[config.mk]
export PLATFORM = sky130hd
export DESIGN_NAME = lhid_mod_unit
export DESIGN_NICKNAME = d
export VERILOG_FILES = /design/src/rtl/lhid_pkg.sv /design/src/rtl/lhid_mod_unit.sv
export VERILOG_INCLUDE_DIRS = /design/src /design/src/rtl
export SDC_FILE = /design/constraint.sdc
export NUM_CORES = 1
export LEC_CHECK = 0
export ABC_AREA = 1
export BUFFER_PORTS_ARGS = -buffer_cell sky130_fd_sc_hd__clkbuf_2
export CAP_MARGIN = 15
export CELL_PAD_IN_SITES_DETAIL_PLACEMENT = 1
export CELL_PAD_IN_SITES_GLOBAL_PLACEMENT = 1
export CORE_MARGIN = 2
export CORE_UTILIZATION = 44
export DETAILED_ROUTE_END_ITERATION = 6
export GPL_ROUTABILITY_DRIVEN = 1
export PLACE_DENSITY_LB_ADDON = 0.1
export SYNTH_ARGS = -nofsm -noshare
export SYNTH_HDL_FRONTEND = slang
export SYNTH_SLANG_ARGS = --single-unit
[constraint.sdc]
create_clock -name clock -period 4.1 [get_ports clock]
set_input_delay 0.41 -clock clock [delete_from_list [all_inputs] [get_ports clock]]
set_output_delay 0.41 -clock clock [all_outputs]
set_load 0.1 [all_outputs]
[src/rtl/latin_hypercube_index_draw_macros.svh]
// Assertion helpers shared by the index draw RTL.
`ifndef LATIN_HYPERCUBE_INDEX_DRAW_MACROS_SVH
`define LATIN_HYPERCUBE_INDEX_DRAW_MACROS_SVH

// Same-cycle implication, sampled on clock, off during reset.
`define LHID_ASSERT_IMP(label, ante, cons, msg) \
   label: assert property (@(posedge clock) disable iff (reset) (ante) |-> (cons)) \
      else $error(msg);

// Next-cycle implication, sampled on clock, off during reset.
`define LHID_ASSERT_NXT(label, ante, cons, msg) \
   label: assert property (@(posedge clock) disable iff (reset) (ante) |=> (cons)) \
      else $error(msg);

`endif

[src/rtl/lhid_pkg.sv]
package lhid_pkg;

   // Default sizes of the bin lists
   localparam int MAX_SAMPLES_DEF = 256;
   localparam int MAX_VARS_DEF    = 8;

   // Fixed field widths
   localparam int WORD_W = 31;
   localparam int NS_W   = 9;
   localparam int NV_W   = 4;
   localparam int ROW_W  = 8;
   localparam int COL_W  = 3;
   localparam int BIN_W  = 8;

   // Register port
   localparam int PADDR_W = 3;
   localparam int PDATA_W = 32;

   // Register indexes, decoded from paddr[2]
   localparam logic REG_NUM_SAMPLES = 1'b0;
   localparam logic REG_NUM_VARS    = 1'b1;

   // Register reset values
   localparam logic [NS_W-1:0] NUM_SAMPLES_RST = NS_W'(256);
   localparam logic [NV_W-1:0] NUM_VARS_RST    = NV_W'(1);

   // Sequencer states
   typedef enum logic [2:0] {
      ST_CLEAR,
      ST_IDLE,
      ST_MOD,
      ST_FETCH,
      ST_BIN,
      ST_SHIFT,
      ST_OUT
   } state_type;

endpackage

[src/rtl/lhid_mod_unit.sv]
`include "latin_hypercube_index_draw_macros.svh"

module lhid_mod_unit #(
   parameter int MAX_SAMPLES = lhid_pkg::MAX_SAMPLES_DEF
) (
   input  logic                                  clock,
   input  logic                                  reset,
   input  logic                                  start,
   input  logic [lhid_pkg::WORD_W-1:0]           word,
   input  logic [$clog2(MAX_SAMPLES+1)-1:0]      divisor,
   output logic                                  done,
   output logic [$clog2(MAX_SAMPLES)-1:0]        result
);

   localparam int CW    = $clog2(MAX_SAMPLES + 1);
   localparam int IW    = $clog2(MAX_SAMPLES);
   localparam int WW    = lhid_pkg::WORD_W;
   localparam int CNT_W = $clog2(WW);

   logic             busy_ff, busy_in;
   logic             done_ff, done_in;
   logic [CNT_W-1:0] cnt_ff, cnt_in;
   logic [WW-1:0]    word_ff, word_in;
   logic [CW-1:0]    div_ff, div_in;
   logic [CW-1:0]    acc_ff, acc_in;
   logic [CW:0]      trial;

   // One restoring remainder step per cycle, most significant bit first
   always_comb begin
      busy_in = busy_ff;
      done_in = 1'b0;
      cnt_in  = cnt_ff;
      word_in = word_ff;
      div_in  = div_ff;
      acc_in  = acc_ff;
      trial   = {acc_ff, word_ff[WW-1]};
      if (start) begin
         busy_in = 1'b1;
         cnt_in  = CNT_W'(WW - 1);
         word_in = word;
         div_in  = divisor;
         acc_in  = '0;
      end else if (busy_ff) begin
         if (trial >= {1'b0, div_ff}) begin
            acc_in = CW'(trial - {1'b0, div_ff});
         end else begin
            acc_in = trial[CW-1:0];
         end
         word_in = {word_ff[WW-2:0], 1'b0};
         if (cnt_ff == '0) begin
            busy_in = 1'b0;
            done_in = 1'b1;
         end else begin
            cnt_in = cnt_ff - CNT_W'(1);
         end
      end
   end

   always_ff @(posedge clock) begin
      if (reset) begin
         busy_ff <= 1'b0;
         done_ff <= 1'b0;
      end else begin
         busy_ff <= busy_in;
         done_ff <= done_in;
      end
      cnt_ff  <= cnt_in;
      word_ff <= word_in;
      div_ff  <= div_in;
      acc_ff  <= acc_in;
   end

   assign done   = done_ff;
   assign result = acc_ff[IW-1:0];

   `LHID_ASSERT_IMP(a_rem_below_div, done_ff, acc_ff < div_ff, "remainder not below divisor")
   `LHID_ASSERT_IMP(a_done_not_busy, done_ff, !busy_ff, "done while still iterating")
   `LHID_ASSERT_NXT(a_start_sets_busy, start, busy_ff, "start did not begin iterating")

endmodule

**Yosys cells after proc, flatten, opt, wreduce, memory -nomap -nowiden**

Index checks and enable logic that the tools add are counted.
Widths: inputs -> output; s select.

- Reduce and logical (&&, ||, !) cells: 4
- Magnitude comparators: 1
- Muxes and demuxes: 7
- Add/subtract/negate cells: 2
- Bitwise logic cells: 2

Operators by type and width:

| kind | number |
|---|---|
| $mux 31 | 2 |
| $ge 10x9->1 | 1 |
| $mux 9 | 1 |
| $sub 9x9->9 | 1 |
| $logic_not 5->1 | 1 |
| $sub 5x1->5 const B | 1 |
| $mux 1 | 4 |
| $reduce_or 3->1 | 1 |
| $not 1->1 | 2 |
| $reduce_and 2->1 | 1 |
| $reduce_bool 2->1 | 1 |

- Logic and storage cells: 22
- Register bits after elaboration: 56
- Output and inout port bits: 9
- Input bits: 43

**Depth between registers and ports, before layout**

- Depth in word-level cells: 4
- Mapped depth: 13
- Depth with buffers taken out: 13

**Least setup slack after synthesis**

OpenSTA, ideal clock, no wires.

- Kind: input-to-reg
- Start: input start
- End: register word_ff[0], enable pin
- Arrival: 1.404 ns
- Required time: 3.697 ns
- Path buffers: 1
- Stages on the path: 3
- Setup slack: 2.293 ns
- Library setup time: 0.403 ns
- Cells stage by stage: buf_2 nor2_1 inv_1

- Cells in the longest elaborated chain, start to end: 1

Ends and longest elaborated chain:

| item | RTL line | source |
|---|---|---|
| from (decl) | lhid_mod_unit.sv:8 | `input logic start,` |
| $reduce_bool 2->1 (no source line) | n/a |  |
| to (signal assigned) | lhid_mod_unit.sv:68 | `word_ff <= word_in;` |
| to (decl) | lhid_mod_unit.sv:23 | `logic [WW-1:0] word_ff, word_in;` |

No other way between the ends.
A chain may end at the register's enable or synchronous reset.

**Worst setup path after layout**

- Start: input start
- End: register word_ff[12], enable pin

The elaborated chain is that of the path after synthesis.

==> out/results.tsv <==
metric	value	unit
outcome	completed	
grt_pass1_wl	10670	µm
wl	6028	µm
cts-hold-fix-buffers	0	
synthCells	350	
fin_nets	447	
ys_types	27	
cts_setup_buffers	0	
setup_slack	2.069	ns
drt_pre_antenna_iters	4	
die_area	7260	µm²
power.switching	0.3007	mW
r2r_setup_slack	2.18	ns
syn_area_per_cell	8.290	µm²
p_sw_share	25.53	%
busiest_layer	met2	
combPwrFrac	15.3	%
p_clk_share	27.3	%
r2r_cells	10	
die_x	85.21	µm
cts_buffers	5	
post-route-cell-area	3262	µm²
drc_errors	0	
p_per_area	361.1	nW/µm²
fin_tns_setup	0	ns
n_fill_cell	799	
crit_start	start	
worstSetupPathType	in2reg	
avgViaCountPerCell	4.775	
clk_pin_slew	0.09	ns
initial_core_util	45.69	%
io_pins	52	
synth_warnings	0	
finClkSkew	0.006540	ns
grt_antenna_before_repair	0	
first_global_vias	2399	
place_area	3162	µm²
grtUsageMet1	22.54	%
timing.final.crit_period	2.031	ns
clock-sinks	56	
drtIter0Drc	74	
finalSetupViolations	0	
diodes	0	
worstPathRequired	4.07	ns
cts_tree	built	
crit_fanout	46	
dp_hpwl	4696	µm
post_cts_resized	0	
r2r-end	acc_ff[2]	
finalMaxSlewViolations	0	
globalplace.congestion	0.7438	
areaGrowthSynthToFinish	12.42	%
grt_max_degree	47	
met2_usage	33.03	%
drive_gt1_share	17.51	%
port_buffers	51	
grt_use_met3	2.626	%
synth_area	2902	µm²
root_buffer	clkbuf_8	
overflow	0	
ys_ff_latch	56	
arrival	2.00	ns
hold_viol	0	
fp-row-count	29	
grt_setup_unrepaired	false	
drv_cap	0	
seq_area_frac_synth	52.44	%
wl_per_cell	12.80	µm
cp-end-kind	flip-flop	
crit_end	word_ff[12]	
critPathLaunchType	input port	
grt_use_total	18.33	%
synth_nets	404	
seqPwrFrac	57.5	%
holdCritPathClass	in2reg	
clk_path_buf_depth	2	
tightestPinTransition	0.9713	ns
leakagePower	1.706	nW
p_int	0.8771	mW
h-tree-depth	2	
ir_drop	197.2	µV
fin_crit_sh	49.53	%
chipHeight	85.21	µm
clk_latency	0.30	ns
timing.fmax	492.4	MHz
relSlewSlack	35.25	%
r2r-start	word_ff[30]	
place_worst_setup_slack	1.678	ns
via_count	2249	
ant_nets	0	
core	6350	µm²
[synth_stat cells (all sizes together)]
master	n	area [µm²]
fa	1	20.02
nand4	2	12.51
nand3	30	150.1
nor2	8	35.03
nand2	163	640.6
or2	1	6.260
nor4	1	6.260
clkbuf	4	15.01
xnor2	4	35.03
o21ai	3	15.01
nor2b	1	13.76
edfxtp	40	1201
dfxtp	16	320.3
clkinv	1	3.750
inv	43	161.4
nor3	2	10.01
a21oi	7	38.79
ha	10	125.1
buf	13	91.33
[worst min path at each step]
stage / slack, ns / cells after the start / startpoint / to
global placement: 0.44 / 2 / cnt_ff[4] / cnt_ff[4]
CTS: 0.26 / 1 / divisor[8] / div_ff[8]
detailed placement: 0.45 / 2 / cnt_ff[4] / cnt_ff[4]
global route: 0.26 / 1 / divisor[8] / div_ff[8]
floorplan: 0.43 / 2 / cnt_ff[4] / cnt_ff[4]
finish: 0.27 / 2 / reset / busy_ff
[per-stage QoR]
step	cells	power, mW	util [%]	hold slack, ns
after global routing	471	1.238	51.37	0.2566
after floorplan	350	0.8149	-	0.4312
after global placement	463	0.8623	49.79	0.4425
after CTS	471	1.192	51.37	0.2626
final	471	1.178	51.37	0.2728
after detailed placement	463	0.8729	49.79	0.4504
[critical path: stages]
cell	delay (ns)
clkbuf_2	0.70
nor2_1	0.37
inv_1	0.12
buf_4	0.37
[metal layers]
metal | vias to the layer above | share of wire [%]
li1 | 1176 | -
met1 | 1034 | 45
met2 | 31 | 51
met3 | 8 | 2.5
met4 | 0 | 1.7
met5 | - | 0
[registers in the layout, indices dropped and copies added, names as in the netlist]
name     count
word_ff     31
acc_ff       9
div_ff       9
done         1
cnt_ff       5
busy_ff      1
[power by group through the flow]
stage	clock network, mW	logic (mW)	registers [mW]
5_1_grt	0.347	0.209	0.682
4_1_cts	0.330	0.184	0.677
3_3_place_gp	0	0.175	0.688
2_1_floorplan	0	0.131	0.684
3_5_place_dp	0	0.183	0.690
6_report	0.321	0.180	0.677
[final cells by class]
| type | instances | area [µm²] | area share [%] |
|---|---|---|---|
| sequential | 56 | 1521 | 46.64 |
| multi-input combinational | 233 | 1109 | 33.99 |
| clock buffer | 8 | 100.1 | 3.069 |
| inverter | 44 | 165.2 | 5.063 |
| tap | 77 | 96.34 | 2.954 |
| timing repair buffer | 53 | 270.3 | 8.285 |
[logic make-up after synthesis]
logic type / share of synthesized area [%]
flip-flops: 52.44
AO/OA/AOI/OAI: 1.854
AND/OR/NAND/NOR: 30.14
XOR/XNOR: 1.207
buffers and inverters: 9.357
adder cells (fa/ha/maj): 5.002
[placed cells by master, fill, tap and decap left out, types with 2 or more instances in the layout]
master    count
nand2_2       2
nand2_1     159
nand3_1      30
clkbuf_8      7
clkbuf_2     51
nor2_1        6
a21oi_1       6
nor2_2        2
edfxtp_1     40
nor3_1        2
o21ai_0       3
dfxtp_1      16
buf_4         2
nand4_1       2
ha_1         10
xnor2_1       4
inv_1        43
Note: power is estimated with default switching activity, not from simulation.
